[src/sv/acl_pkg.sv]
package acl_pkg;

  // Port widths of the command and result fields
  localparam int unsigned COORD_W = 6;
  localparam int unsigned COVER_W = 9;

  // Defaults for the top-level parameters
  localparam int unsigned COORD_BITS_DEF = 6;
  localparam int unsigned FRAC_BITS_DEF  = 16;
  localparam int unsigned COVER_BITS_DEF = 8;

  // Width of one classified line record:
  // {steep, down, a0, b0, a1, b1, da, db}
  function automatic int unsigned setup_width(input int unsigned coord_bits);
    return 6 * coord_bits + 2;
  endfunction

endpackage

[src/sv/antialiased_line_rasterizer.sv]
// Antialiased line rasterizer (Wu's scheme). Each line item on the input
// channel yields one pixel-pair result per major-axis column: the first
// endpoint column, the second endpoint column, then the interior columns in
// ascending order, with last set on the final one. The gradient divider
// produces one quotient bit per cycle while the endpoint columns go out,
// and the interior columns wait for it to finish; the column walker then
// gives one result per cycle while the result side does not stall. The
// front end classifies the next line and a two-entry queue holds classified
// lines, so up to three lines may be accepted while the back end is busy.
module antialiased_line_rasterizer #(
  parameter int unsigned COORD_BITS = acl_pkg::COORD_BITS_DEF,
  parameter int unsigned FRAC_BITS  = acl_pkg::FRAC_BITS_DEF,
  parameter int unsigned COVER_BITS = acl_pkg::COVER_BITS_DEF
) (
  input  logic                        clk_i,
  input  logic                        rst_ni,
  input  logic                        in_valid_i,
  output logic                        in_ready_o,
  input  logic [acl_pkg::COORD_W-1:0] start_x_i,
  input  logic [acl_pkg::COORD_W-1:0] start_y_i,
  input  logic [acl_pkg::COORD_W-1:0] end_x_i,
  input  logic [acl_pkg::COORD_W-1:0] end_y_i,
  output logic                        out_valid_o,
  input  logic                        out_ready_i,
  output logic [acl_pkg::COORD_W-1:0] pixel_x_o,
  output logic [acl_pkg::COORD_W-1:0] pixel_y_o,
  output logic                        pair_axis_o,
  output logic [acl_pkg::COVER_W-1:0] cover_first_o,
  output logic [acl_pkg::COVER_W-1:0] cover_second_o,
  output logic                        last_o
);

  localparam int unsigned SetupW = acl_pkg::setup_width(COORD_BITS);

  logic              fr_valid, fr_ready;
  logic [SetupW-1:0] fr_data;
  logic              q_valid, q_ready;
  logic [SetupW-1:0] q_data;

  acl_front #(
    .COORD_BITS(COORD_BITS)
  ) u_front (
    .clk_i        (clk_i),
    .rst_ni       (rst_ni),
    .in_valid_i   (in_valid_i),
    .in_ready_o   (in_ready_o),
    .start_x_i    (start_x_i),
    .start_y_i    (start_y_i),
    .end_x_i      (end_x_i),
    .end_y_i      (end_y_i),
    .setup_valid_o(fr_valid),
    .setup_ready_i(fr_ready),
    .setup_o      (fr_data)
  );

  acl_fifo #(
    .WIDTH(SetupW)
  ) u_queue (
    .clk_i     (clk_i),
    .rst_ni    (rst_ni),
    .wr_valid_i(fr_valid),
    .wr_ready_o(fr_ready),
    .wr_data_i (fr_data),
    .rd_valid_o(q_valid),
    .rd_ready_i(q_ready),
    .rd_data_o (q_data)
  );

  acl_back #(
    .COORD_BITS(COORD_BITS),
    .FRAC_BITS (FRAC_BITS),
    .COVER_BITS(COVER_BITS)
  ) u_back (
    .clk_i         (clk_i),
    .rst_ni        (rst_ni),
    .setup_valid_i (q_valid),
    .setup_ready_o (q_ready),
    .setup_i       (q_data),
    .out_valid_o   (out_valid_o),
    .out_ready_i   (out_ready_i),
    .pixel_x_o     (pixel_x_o),
    .pixel_y_o     (pixel_y_o),
    .pair_axis_o   (pair_axis_o),
    .cover_first_o (cover_first_o),
    .cover_second_o(cover_second_o),
    .last_o        (last_o)
  );

endmodule

[src/sv/acl_front.sv]
module acl_front #(
  parameter int unsigned COORD_BITS = acl_pkg::COORD_BITS_DEF
) (
  input  logic                                       clk_i,
  input  logic                                       rst_ni,
  input  logic                                       in_valid_i,
  output logic                                       in_ready_o,
  input  logic [acl_pkg::COORD_W-1:0]                start_x_i,
  input  logic [acl_pkg::COORD_W-1:0]                start_y_i,
  input  logic [acl_pkg::COORD_W-1:0]                end_x_i,
  input  logic [acl_pkg::COORD_W-1:0]                end_y_i,
  output logic                                       setup_valid_o,
  input  logic                                       setup_ready_i,
  output logic [acl_pkg::setup_width(COORD_BITS)-1:0] setup_o
);

  localparam int unsigned C      = COORD_BITS;
  localparam int unsigned SetupW = acl_pkg::setup_width(COORD_BITS);

  logic [C-1:0] x0, y0, x1, y1;
  logic [C-1:0] adx, ady;
  logic         steep;
  logic [C-1:0] pa0, pb0, pa1, pb1;
  logic [C-1:0] a0, b0, a1, b1;
  logic [C-1:0] da, db;
  logic         down;
  logic         valid_q;
  logic [SetupW-1:0] setup_q;
  logic         load;

  // Use only the low coordinate bits
  assign x0 = start_x_i[C-1:0];
  assign y0 = start_y_i[C-1:0];
  assign x1 = end_x_i[C-1:0];
  assign y1 = end_y_i[C-1:0];

  // Classify: steepness, axis swap, endpoint order, deltas
  always_comb begin
    adx   = (x1 > x0) ? x1 - x0 : x0 - x1;
    ady   = (y1 > y0) ? y1 - y0 : y0 - y1;
    steep = ady > adx;
    pa0   = steep ? y0 : x0;
    pb0   = steep ? x0 : y0;
    pa1   = steep ? y1 : x1;
    pb1   = steep ? x1 : y1;
    if (pa0 > pa1) begin
      a0 = pa1;
      b0 = pb1;
      a1 = pa0;
      b1 = pb0;
    end else begin
      a0 = pa0;
      b0 = pb0;
      a1 = pa1;
      b1 = pb1;
    end
    da   = a1 - a0;
    down = b1 < b0;
    db   = down ? b0 - b1 : b1 - b0;
  end

  // Hold one classified item until the queue takes it
  assign in_ready_o    = !valid_q || setup_ready_i;
  assign load          = in_valid_i && in_ready_o;
  assign setup_valid_o = valid_q;
  assign setup_o       = setup_q;

  always_ff @(posedge clk_i or negedge rst_ni) begin
    if (!rst_ni) begin
      valid_q <= 1'b0;
    end else if (in_ready_o) begin
      valid_q <= in_valid_i;
    end
  end

  always_ff @(posedge clk_i) begin
    if (load) begin
      setup_q <= {steep, down, a0, b0, a1, b1, da, db};
    end
  end

endmodule

[src/sv/acl_fifo.sv]
module acl_fifo #(
  parameter int unsigned WIDTH = 8
) (
  input  logic             clk_i,
  input  logic             rst_ni,
  input  logic             wr_valid_i,
  output logic             wr_ready_o,
  input  logic [WIDTH-1:0] wr_data_i,
  output logic             rd_valid_o,
  input  logic             rd_ready_i,
  output logic [WIDTH-1:0] rd_data_o
);

  logic [WIDTH-1:0] mem_q [2];
  logic             wr_ptr_q;
  logic             rd_ptr_q;
  logic [1:0]       count_q;
  logic [1:0]       count_d;
  logic             push;
  logic             pop;

  assign wr_ready_o = count_q != 2'd2;
  assign rd_valid_o = count_q != 2'd0;
  assign rd_data_o  = mem_q[rd_ptr_q];
  assign push       = wr_valid_i && wr_ready_o;
  assign pop        = rd_valid_o && rd_ready_i;

  // Track fill level
  always_comb begin
    count_d = count_q;
    if (push && !pop) begin
      count_d = count_q + 2'd1;
    end else if (pop && !push) begin
      count_d = count_q - 2'd1;
    end
  end

  always_ff @(posedge clk_i or negedge rst_ni) begin
    if (!rst_ni) begin
      wr_ptr_q <= 1'b0;
      rd_ptr_q <= 1'b0;
      count_q  <= 2'd0;
    end else begin
      count_q <= count_d;
      if (push) begin
        wr_ptr_q <= !wr_ptr_q;
      end
      if (pop) begin
        rd_ptr_q <= !rd_ptr_q;
      end
    end
  end

  // Store entries
  always_ff @(posedge clk_i) begin
    if (push) begin
      mem_q[wr_ptr_q] <= wr_data_i;
    end
  end

endmodule

[src/sv/acl_back.sv]
module acl_back #(
  parameter int unsigned COORD_BITS = acl_pkg::COORD_BITS_DEF,
  parameter int unsigned FRAC_BITS  = acl_pkg::FRAC_BITS_DEF,
  parameter int unsigned COVER_BITS = acl_pkg::COVER_BITS_DEF
) (
  input  logic                                       clk_i,
  input  logic                                       rst_ni,
  input  logic                                       setup_valid_i,
  output logic                                       setup_ready_o,
  input  logic [acl_pkg::setup_width(COORD_BITS)-1:0] setup_i,
  output logic                                       out_valid_o,
  input  logic                                       out_ready_i,
  output logic [acl_pkg::COORD_W-1:0]                pixel_x_o,
  output logic [acl_pkg::COORD_W-1:0]                pixel_y_o,
  output logic                                       pair_axis_o,
  output logic [acl_pkg::COVER_W-1:0]                cover_first_o,
  output logic [acl_pkg::COVER_W-1:0]                cover_second_o,
  output logic                                       last_o
);

  localparam int unsigned C     = COORD_BITS;
  localparam int unsigned F     = FRAC_BITS;
  localparam int unsigned V     = COVER_BITS;
  localparam int unsigned IcW   = C + F;
  localparam int unsigned CntW  = $clog2(F + 2);
  localparam int unsigned UpSh  = (V > F) ? V - F : 0;
  localparam int unsigned DnSh  = (F > V) ? F - V : 0;
  localparam int unsigned WideW = V + F;
  localparam int unsigned PixW  = acl_pkg::COORD_W;
  localparam int unsigned CovW  = acl_pkg::COVER_W;
  localparam logic [V:0]  CoverOne  = (V + 1)'(1) << V;
  localparam logic [V:0]  CoverHalf = (V + 1)'(1) << (V - 1);

  typedef enum logic [1:0] {
    S_IDLE,
    S_END0,
    S_END1,
    S_INTR
  } state_e;

  // Unpacked queue record
  logic         in_steep, in_down;
  logic [C-1:0] in_a0, in_b0, in_a1, in_b1, in_da, in_db;

  assign {in_steep, in_down, in_a0, in_b0, in_a1, in_b1, in_da, in_db} = setup_i;

  // Gradient divider: restoring, one quotient bit per cycle
  logic [C:0]      rem_q, rem_d;
  logic [F:0]      quo_q, quo_d;
  logic [CntW-1:0] dcnt_q, dcnt_d;
  logic            div_done;
  logic            div_ge;
  logic [C:0]      div_sub;

  // Line walker
  state_e       state_q, state_d;
  logic         steep_q, down_q;
  logic [C-1:0] a0_q, b0_q, a1_q, b1_q, da_q, maj_q;
  logic [C-1:0] maj_d;
  logic [IcW-1:0] ic_q, ic_d;
  logic [IcW-1:0] ic_step;
  logic [F-1:0] frac;
  logic [WideW-1:0] frac_wide;
  logic [V-1:0] c2;
  logic [V:0]   c1;
  logic         take;
  logic         slot_free;

  // Output register
  logic         out_valid_q, out_valid_d;
  logic [C-1:0] major_q, major_d, minor_q, minor_d;
  logic         axis_q, axis_d;
  logic [V:0]   cf_q, cf_d, cs_q, cs_d;
  logic         last_q, last_d;

  assign setup_ready_o = state_q == S_IDLE;
  assign take          = setup_valid_i && setup_ready_o;
  assign slot_free     = !out_valid_q || out_ready_i;
  assign div_done      = dcnt_q == '0;

  // Divider step
  always_comb begin
    div_ge  = rem_q >= {1'b0, da_q};
    div_sub = div_ge ? rem_q - {1'b0, da_q} : rem_q;
    rem_d   = rem_q;
    quo_d   = quo_q;
    dcnt_d  = dcnt_q;
    if (take) begin
      rem_d  = {1'b0, in_db};
      quo_d  = '0;
      dcnt_d = CntW'(F + 1);
    end else if (!div_done) begin
      rem_d  = {div_sub[C-1:0], 1'b0};
      quo_d  = {quo_q[F-1:0], div_ge};
      dcnt_d = dcnt_q - CntW'(1);
    end
  end

  always_ff @(posedge clk_i or negedge rst_ni) begin
    if (!rst_ni) begin
      dcnt_q <= '0;
    end else begin
      dcnt_q <= dcnt_d;
    end
  end

  always_ff @(posedge clk_i) begin
    rem_q <= rem_d;
    quo_q <= quo_d;
  end

  // Next intercept and its coverage split
  always_comb begin
    ic_step   = down_q ? ic_q - IcW'(quo_q) : ic_q + IcW'(quo_q);
    frac      = ic_step[F-1:0];
    frac_wide = (WideW'(frac) << UpSh) >> DnSh;
    c2        = frac_wide[V-1:0];
    c1        = CoverOne - (V + 1)'(c2);
  end

  // Walk the line: endpoint columns, then interior columns
  always_comb begin
    state_d     = state_q;
    maj_d       = maj_q;
    ic_d        = ic_q;
    out_valid_d = out_valid_q && !out_ready_i;
    major_d     = major_q;
    minor_d     = minor_q;
    axis_d      = axis_q;
    cf_d        = cf_q;
    cs_d        = cs_q;
    last_d      = last_q;
    case (state_q)
      S_IDLE: begin
        if (take) begin
          state_d = S_END0;
          maj_d   = in_a0 + C'(1);
          ic_d    = {in_b0, {F{1'b0}}};
        end
      end
      S_END0: begin
        if (slot_free) begin
          out_valid_d = 1'b1;
          major_d     = a0_q;
          minor_d     = b0_q;
          axis_d      = steep_q;
          cf_d        = CoverHalf;
          cs_d        = '0;
          last_d      = da_q == '0;
          state_d     = (da_q == '0) ? S_IDLE : S_END1;
        end
      end
      S_END1: begin
        if (slot_free) begin
          out_valid_d = 1'b1;
          major_d     = a1_q;
          minor_d     = b1_q;
          axis_d      = steep_q;
          cf_d        = CoverHalf;
          cs_d        = '0;
          last_d      = da_q == C'(1);
          state_d     = (da_q == C'(1)) ? S_IDLE : S_INTR;
        end
      end
      S_INTR: begin
        if (slot_free && div_done) begin
          out_valid_d = 1'b1;
          major_d     = maj_q;
          minor_d     = ic_step[IcW-1:F];
          axis_d      = steep_q;
          cf_d        = c1;
          cs_d        = (V + 1)'(c2);
          last_d      = (maj_q + C'(1)) == a1_q;
          ic_d        = ic_step;
          maj_d       = maj_q + C'(1);
          if ((maj_q + C'(1)) == a1_q) begin
            state_d = S_IDLE;
          end
        end
      end
      default: begin
        state_d = S_IDLE;
      end
    endcase
  end

  // Hold walker state, the line record and the result register
  always_ff @(posedge clk_i or negedge rst_ni) begin
    if (!rst_ni) begin
      state_q     <= S_IDLE;
      out_valid_q <= 1'b0;
      maj_q       <= '0;
      ic_q        <= '0;
      major_q     <= '0;
      minor_q     <= '0;
      axis_q      <= 1'b0;
      cf_q        <= '0;
      cs_q        <= '0;
      last_q      <= 1'b0;
      steep_q     <= 1'b0;
      down_q      <= 1'b0;
      a0_q        <= '0;
      b0_q        <= '0;
      a1_q        <= '0;
      b1_q        <= '0;
      da_q        <= '0;
    end else begin
      state_q     <= state_d;
      out_valid_q <= out_valid_d;
      maj_q       <= maj_d;
      ic_q        <= ic_d;
      major_q     <= major_d;
      minor_q     <= minor_d;
      axis_q      <= axis_d;
      cf_q        <= cf_d;
      cs_q        <= cs_d;
      last_q      <= last_d;
      if (take) begin
        steep_q <= in_steep;
        down_q  <= in_down;
        a0_q    <= in_a0;
        b0_q    <= in_b0;
        a1_q    <= in_a1;
        b1_q    <= in_b1;
        da_q    <= in_da;
      end
    end
  end

  // Map major/minor back to screen axes
  assign out_valid_o    = out_valid_q;
  assign pixel_x_o      = axis_q ? PixW'(minor_q) : PixW'(major_q);
  assign pixel_y_o      = axis_q ? PixW'(major_q) : PixW'(minor_q);
  assign pair_axis_o    = axis_q;
  assign cover_first_o  = CovW'(cf_q);
  assign cover_second_o = CovW'(cs_q);
  assign last_o         = last_q;

endmodule

[config.mk]
export PLATFORM = sky130hd
export DESIGN_NAME = antialiased_line_rasterizer
export DESIGN_NICKNAME = d
export VERILOG_FILES = /design/src/sv/acl_pkg.sv /design/src/sv/antialiased_line_rasterizer.sv /design/src/sv/acl_front.sv /design/src/sv/acl_fifo.sv /design/src/sv/acl_back.sv
export SDC_FILE = /design/constraint.sdc
export NUM_CORES = 1
export LEC_CHECK = 0
export BUFFER_PORTS_ARGS = -buffer_cell sky130_fd_sc_hd__buf_4
export CAP_MARGIN = 20
export CELL_PAD_IN_SITES_DETAIL_PLACEMENT = 2
export CELL_PAD_IN_SITES_GLOBAL_PLACEMENT = 2
export CORE_MARGIN = 2
export CORE_UTILIZATION = 44
export DETAILED_ROUTE_END_ITERATION = 10
export PLACE_DENSITY = 0.94
export SLEW_MARGIN = 20
export SYNTH_ARGS = -nofsm -noshare
export SYNTH_HDL_FRONTEND = slang
export SYNTH_SLANG_ARGS = --single-unit
[constraint.sdc]
create_clock -name clk_i -period 8.7 [get_ports clk_i]
set_clock_uncertainty 0.2 [all_clocks]
set_input_delay 0.87 -clock clk_i [delete_from_list [all_inputs] [get_ports clk_i]]
set_output_delay 0.87 -clock clk_i [all_outputs]
set_load 0.02 [all_outputs]
# Yosys cells after proc, flatten, opt, wreduce, memory -nomap -nowiden
# Memories as Yosys holds them, arrays and structs flattened.
# Index checks and enable logic that the tools add are counted.
[classes] addsub=16 magnitude_cmp=6 n_eq_ne=13 mux=61 reduce_logical=29
[ops] op="two-way mux 6 bit" n=24
[ops] op="two-way mux 22 bit" n=3
[ops] op="subtractor 6 bit" n=8
[ops] op="case mux 22 bit (2 select lines)" n=1
[ops] op="two-way mux 9 bit" n=4
[ops] op="case mux 6 bit (3 select lines)" n=2
[ops] op="case mux 9 bit (2 select lines)" n=2
[ops] op="> comparator 6 bit" n=4
[ops] op="adder 22 x 17 -> 22 bit" n=1
[ops] op="subtractor 22 x 17 -> 22 bit" n=1
[ops] op="two-way mux 2 bit" n=9
[ops] op="adder 6 x 1 -> 6 bit, second input constant" n=2
[ops] op="case mux 6 bit (2 select lines)" n=1
[ops] op="two-way mux 5 bit" n=2
[ops] op="!= test 2 x 1 -> 1 bit, second input constant" n=5
[ops] op="two-way mux 1 bit" n=9
[ops] op="subtractor 9 x 8 -> 9 bit, first input constant" n=1
[ops] op="case mux 2 bit (4 select lines)" n=1
[ops] op="nonzero test 2 bit" n=4
[ops] op=">= comparator 7 x 6 -> 1 bit" n=1
[ops] op="logical AND 1 bit" n=7
[ops] op="logical NOT 1 bit" n=7
[ops] op="== test 6 x 1 -> 1 bit, second input constant" n=1
[ops] op="== test 6 bit" n=1
[ops] op="other kinds (18)" n=24
[totals] register_bits=167 ram_bits=76 output_inout_bits=34 word_cells=152 mem_count=1
[mem_list] name="u_queue.mem_q" words=2 width=38 rd=1 rd_clocked_by_memory_dff=0 wr=1 line="acl_fifo.sv:14" rtl="logic [WIDTH-1:0] mem_q [2];"

# Longest topological paths before layout
[depth] ltp_word=8 depth_mapped=47 depth_no_buf=41

# Hierarchy
# From an unflattened synthesis, not the netlist that was laid out.
[unflattened] hier_cells=1428 hier_area_um2=14322.5
[modules_own_cells] mod="acl_back" instances=1 cells_each=848 area_each_um2=7333.3 seq_area_each_um2=2992.9
[modules_own_cells] mod="acl_front" instances=1 cells_each=444 area_each_um2=4006.3 seq_area_each_um2=1166.1
[modules_own_cells] mod="acl_fifo" instances=1 cells_each=136 area_each_um2=2982.9 seq_area_each_um2=2382.3

# Worst setup path after synthesis
# Ideal clock, no wire load.
[synth_timing] kind="in2reg" startpoint="in end_y_i[0] in the netlist's numbering" endpoint="reg u_front.setup_q[5] (netlist: u_front.setup_o[5]), data pin" arrival_time_ns=8.429 required_time_ns=8.238 path_slack_ns=-0.190 stages=46 n_path_buf=6 cell_sequence="inv_1 ha_1 inv_1 fa_1 a21o_1 a21o_1 a21o_1 a21oi_1 a31oi_1 a211oi_1 a21oi_1 xor2_1 ha_1 and4_1 o21a_1 o31ai_4 buf_6 buf_2 (+10 left out) o21ai_2 buf_2 buf_4 buf_4 o211ai_1 o21ai_0 ha_1 inv_1 fa_1 a21o_1 a21oi_1 o21bai_1 a21oi_2 mux2_1 a21oi_1 nand2_1 o21ai_1 xor2_1"
[synth_between] elab_chain_len=8 elab_cells_between_ends=16
[synth_lines] element="start: declaration" line="antialiased_line_rasterizer.sv:22" rtl="input logic [acl_pkg::COORD_W-1:0] end_y_i,"
[synth_lines] element="subtractor 6 bit / > comparator 6 bit (equally long branches)" line="acl_front.sv:40" rtl="ady = (y1 > y0) ? y1 - y0 : y0 - y1;"
[synth_lines] element="two-way mux 6 bit" line="acl_front.sv:40"
[synth_lines] element="> comparator 6 bit" line="acl_front.sv:41" rtl="steep = ady > adx;"
[synth_lines] element="two-way mux 6 bit (on tied branches)" line="acl_front.sv:42, acl_front.sv:44"
[synth_lines] element="> comparator 6 bit" line="acl_front.sv:46" rtl="if (pa0 > pa1) begin"
[synth_lines] element="two-way mux 6 bit" line="acl_front.sv:46"
[synth_lines] element="less-than comparator 6 bit *" line="acl_front.sv:58" rtl="down = b1 < b0;"
[synth_lines] element="net u_front.down" line="acl_front.sv:26" rtl="logic down;"
[synth_lines] element="two-way mux 6 bit *" line="acl_front.sv:59" rtl="db = down ? b0 - b1 : b1 - b0;"
[synth_lines] element="net u_front.db[5]" line="acl_front.sv:25" rtl="logic [C-1:0] da, db;"
[synth_lines] element="end signal: assignment" line="acl_front.sv:78" rtl="setup_q <= {steep, down, a0, b0, a1, b1, da, db};"
[synth_lines] element="end: declaration" line="acl_front.sv:28" rtl="logic [SetupW-1:0] setup_q;"
# Mark *: on every way through the listed nets, which the timed path passes. The rest lies on a longest branch.
# A chain may end at the register's enable or synchronous reset.

# Worst setup path in the final report
[layout_timing] startpoint="in end_y_i[0] in the netlist's numbering" endpoint="reg u_front.setup_q[5] (netlist: u_front.setup_o[5]), data pin"
[layout_between] elab_chain_len=8 elab_cells_between_ends=16
[layout_lines] element="subtractor 6 bit / > comparator 6 bit (equally long branches)" line="acl_front.sv:40"
[layout_lines] element="two-way mux 6 bit" line="acl_front.sv:40"
[layout_lines] element="> comparator 6 bit" line="acl_front.sv:41"
[layout_lines] element="two-way mux 6 bit (on tied branches)" line="acl_front.sv:42, acl_front.sv:44"
[layout_lines] element="> comparator 6 bit" line="acl_front.sv:46"
[layout_lines] element="two-way mux 6 bit *" line="acl_front.sv:46"
[layout_lines] element="net u_front.b1[1]" line="acl_front.sv:24" rtl="logic [C-1:0] a0, b0, a1, b1;"
[layout_lines] element="less-than comparator 6 bit *" line="acl_front.sv:58"
[layout_lines] element="net u_front.down" line="acl_front.sv:26"
[layout_lines] element="two-way mux 6 bit *" line="acl_front.sv:59"
[layout_lines] element="net u_front.db[5]" line="acl_front.sv:25"
# Marked as above.

==> impl_metrics.toml <==
[outcome]
outcome = "completed"

[cts]
cts_hold_buf = 0
cts_sinks = 241
cts_buffer_depth = 3
cts_buffers = 26
cts_tree = "built"
htreeDepth = 1
root_buffer = "clkbuf_16"
path_clk_slew_ns = 0.08
clk_latency_ns = 0.57

[die]
die_height_um = 181.0
start_util = 0.4484
ios = 62
die_area_um2 = 32770
core-area_um2 = 30750
rows = 64
die_x_um = 181.0

[placed_design]
pre_cts_slack_ns = -0.5488
hpwl_um = 36080
port_buffers = 60
gp_congestion = 0.9160
dp_cells = 1801

[synthesis]
synth.area.top_cells = "edfxtp_1 26%, dfrtp_1 19%, ha_1 7.3%"
ys_types = 68
yosysTopAreaCellShare = 0.2614
syn_avg_cell_area_um2 = 9.998
synthFlopType = "edfxtp_1"
ys_seq_area_frac = 0.4745
syn_inst = 1379
ys_ff_latch = 241
synth_warnings = 0
synth_area_um2 = 13790
async_flop_share = 0.4274
yosys.area.top_type = "edfxtp_1"
synth_edf_count = 120
synth_fp_nets = 1495

[global_routing]
grt_pass1_vias = 13539
grt_usage = 0.3518
grt_max_degree = 78
antenna_found_initial = 0
grt_pass1_wl_um = 87980
grt-ovfl-total = 0

[routing]
via_count = 12329
drt-total-wl_um = 61460
dr.pass1.iters = 5
viasPerCell = 6.611
routedWlPerCell_um = 32.95
postRouteAntennaNets = 0
post-route-drc-count = 0
drt_iter0_markers = 1283

[worst_setup_path]
cp_slowest_cell = "fa_1"
cp_common_cell = "a21o_1"
setup.worst_path.end_class = "register"
critPathRequiredTime_ns = 8.80
path_buf_inv = 6
critPathArrivalTime_ns = 8.74
critPathTopFamily = "compound AO/OA/AOI/OAI gates"
start_kind = "input port"
crit_fanout = 12
critical_path.max_stage_delay_ns = 0.40
path_class = "input port to register"

[cells_and_area]
area.growth.synth_to_final_pct = 15.16
most-common-layout-cells = "183 x nand2_1, 120 x edfxtp_1, 102 x dfrtp_1"
diodes = 0
layout_commonest_cell = "nand2_1"
layout.cells.non_filler = 1865
finalNetCount = 1565
ff_latch_area_um2 = 6543
multiInputGateArea_um2 = 6817
drive_above_1_share = 0.1423
fillers = 3092
post-route-util = 0.5164

[timing]
setup_ws_ns = 0.05485
max_slew_margin = 0.2313
period_minus_slack_ns = 8.645
setup_tns_ns = 0
tightest_slew_ns = 1.149
slew_violations = 0
final_hold_viol_count = 0
max_freq_mhz = 115.7
finalSetupViolCount = 0
min_period_over_period = 0.9937

[min_path]
hold_class = "input port to async pin"

[run]
maxCapViolations = 0
-- cell usage after synthesis (16+ instances only) --
library cell / n
nand3_1: 19
nand2_1: 184
a31oi_1: 16
edfxtp_1: 120
inv_1: 83
dfxtp_1: 18
nor3_1: 23
a21o_1: 30
clkbuf_1: 43
a21oi_1: 95
xor2_1: 25
ha_1: 80
dfrtp_1: 103
mux2i_1: 59
o211ai_1: 20
o21ai_0: 86
a211oi_1: 18
xnor2_1: 50
nor2_1: 90
mux2_2: 25
-- worst register-to-register path, cell delays in order, from the launching register on --
cell and delay (ns):
dfxtp_1 0.37, nor2_1 0.41, nand4_1 0.37, nor2_1 0.28, a21oi_1 0.14, xnor2_1 0.19
ha_1 0.53, a211oi_1 0.13, nand2_1 0.15, a21o_1 0.13, o21ai_0 0.14, or2_2 0.34
o311ai_0 0.76, nand2_1 0.26, a211oi_1 0.61, mux2i_1 0.33, a21oi_1 0.11
-- sequential cells by signal, summed over array words and instances (netlist names), 7 cells and up --
signal                 count
u_back.ic_q               22
u_back.cover_second_o      7
u_back.cover_first_o       9
u_queue.mem_q             76
u_back.quo_q              17
u_front.setup_o           38
u_back.rem_q               7
-- kinds of logic after synthesis --
kind of cell             after synthesis  synth area share
AND/OR/NAND/NOR                      391            0.1264
AO/OA/AOI/OAI                        349            0.1592
flip-flops                           241            0.4745
buffers and inverters                147           0.04229
adder cells (fa/ha/maj)               90           0.08567
multiplexers                          85           0.06407
XOR/XNOR                              75           0.04764
other                                  1         0.0002720
-- repair_timing --
action / CTS / global route
setup endpoints to repair: 2 / 5
buffers inserted: 3 / 12
resized for setup: 4 / 33
pin swaps: 2 / 11
-- stage by stage --
stage | hold WS, ns | instance area (um2)
floorplan | 0.2215 | 13800
global placement | 0.2237 | 14710
detailed placement | 0.2393 | 14710
CTS | 0.2416 | 15620
global route | 0.2750 | 15880
finish | 0.2187 | 15880
-- cell type report --
class	count	area share
Clock inverter	15	0.009535
Clock buffer	33	0.04586
Timing Repair Buffer	105	0.05217
Sequential cell	241	0.4121
Multi-Input combinational cell	991	0.4293
Inverter	84	0.01986
Tap cell	396	0.03121
-- worst paths after layout --
| check | from | endpoint | slack (ns) | cells past startpoint |
|---|---|---|---|---|
| max in group asynchronous | rst_ni | u_back.steep_q | 6.86 | 2 |
| setup / recovery | end_y_i[0] | u_front.setup_o[5] | 0.05 | 39 |
| hold reg to reg | u_front.setup_o[10] | u_queue.mem_q[0][10] | 0.26 | 0 |
| min in group clk_i | u_front.setup_o[10] | u_queue.mem_q[0][10] | 0.26 | 0 |
| hold / removal | rst_ni | u_back.ic_q[19] | 0.22 | 1 |
| setup reg to reg | u_back.quo_q[2] | u_back.ic_q[21] | 3.09 | 16 |
-- metal layers --
layer,vias up,wire (um),track usage
li1,5048,-,-
met3,259,3750,0.05019
met5,-,0,0
met2,683,30530,0.6283
met1,6339,23600,0.4165
met4,0,3577,0.1694
Power is not shown: default switching activity piles up to over one toggle a cycle in this logic, so the estimate is an artifact.
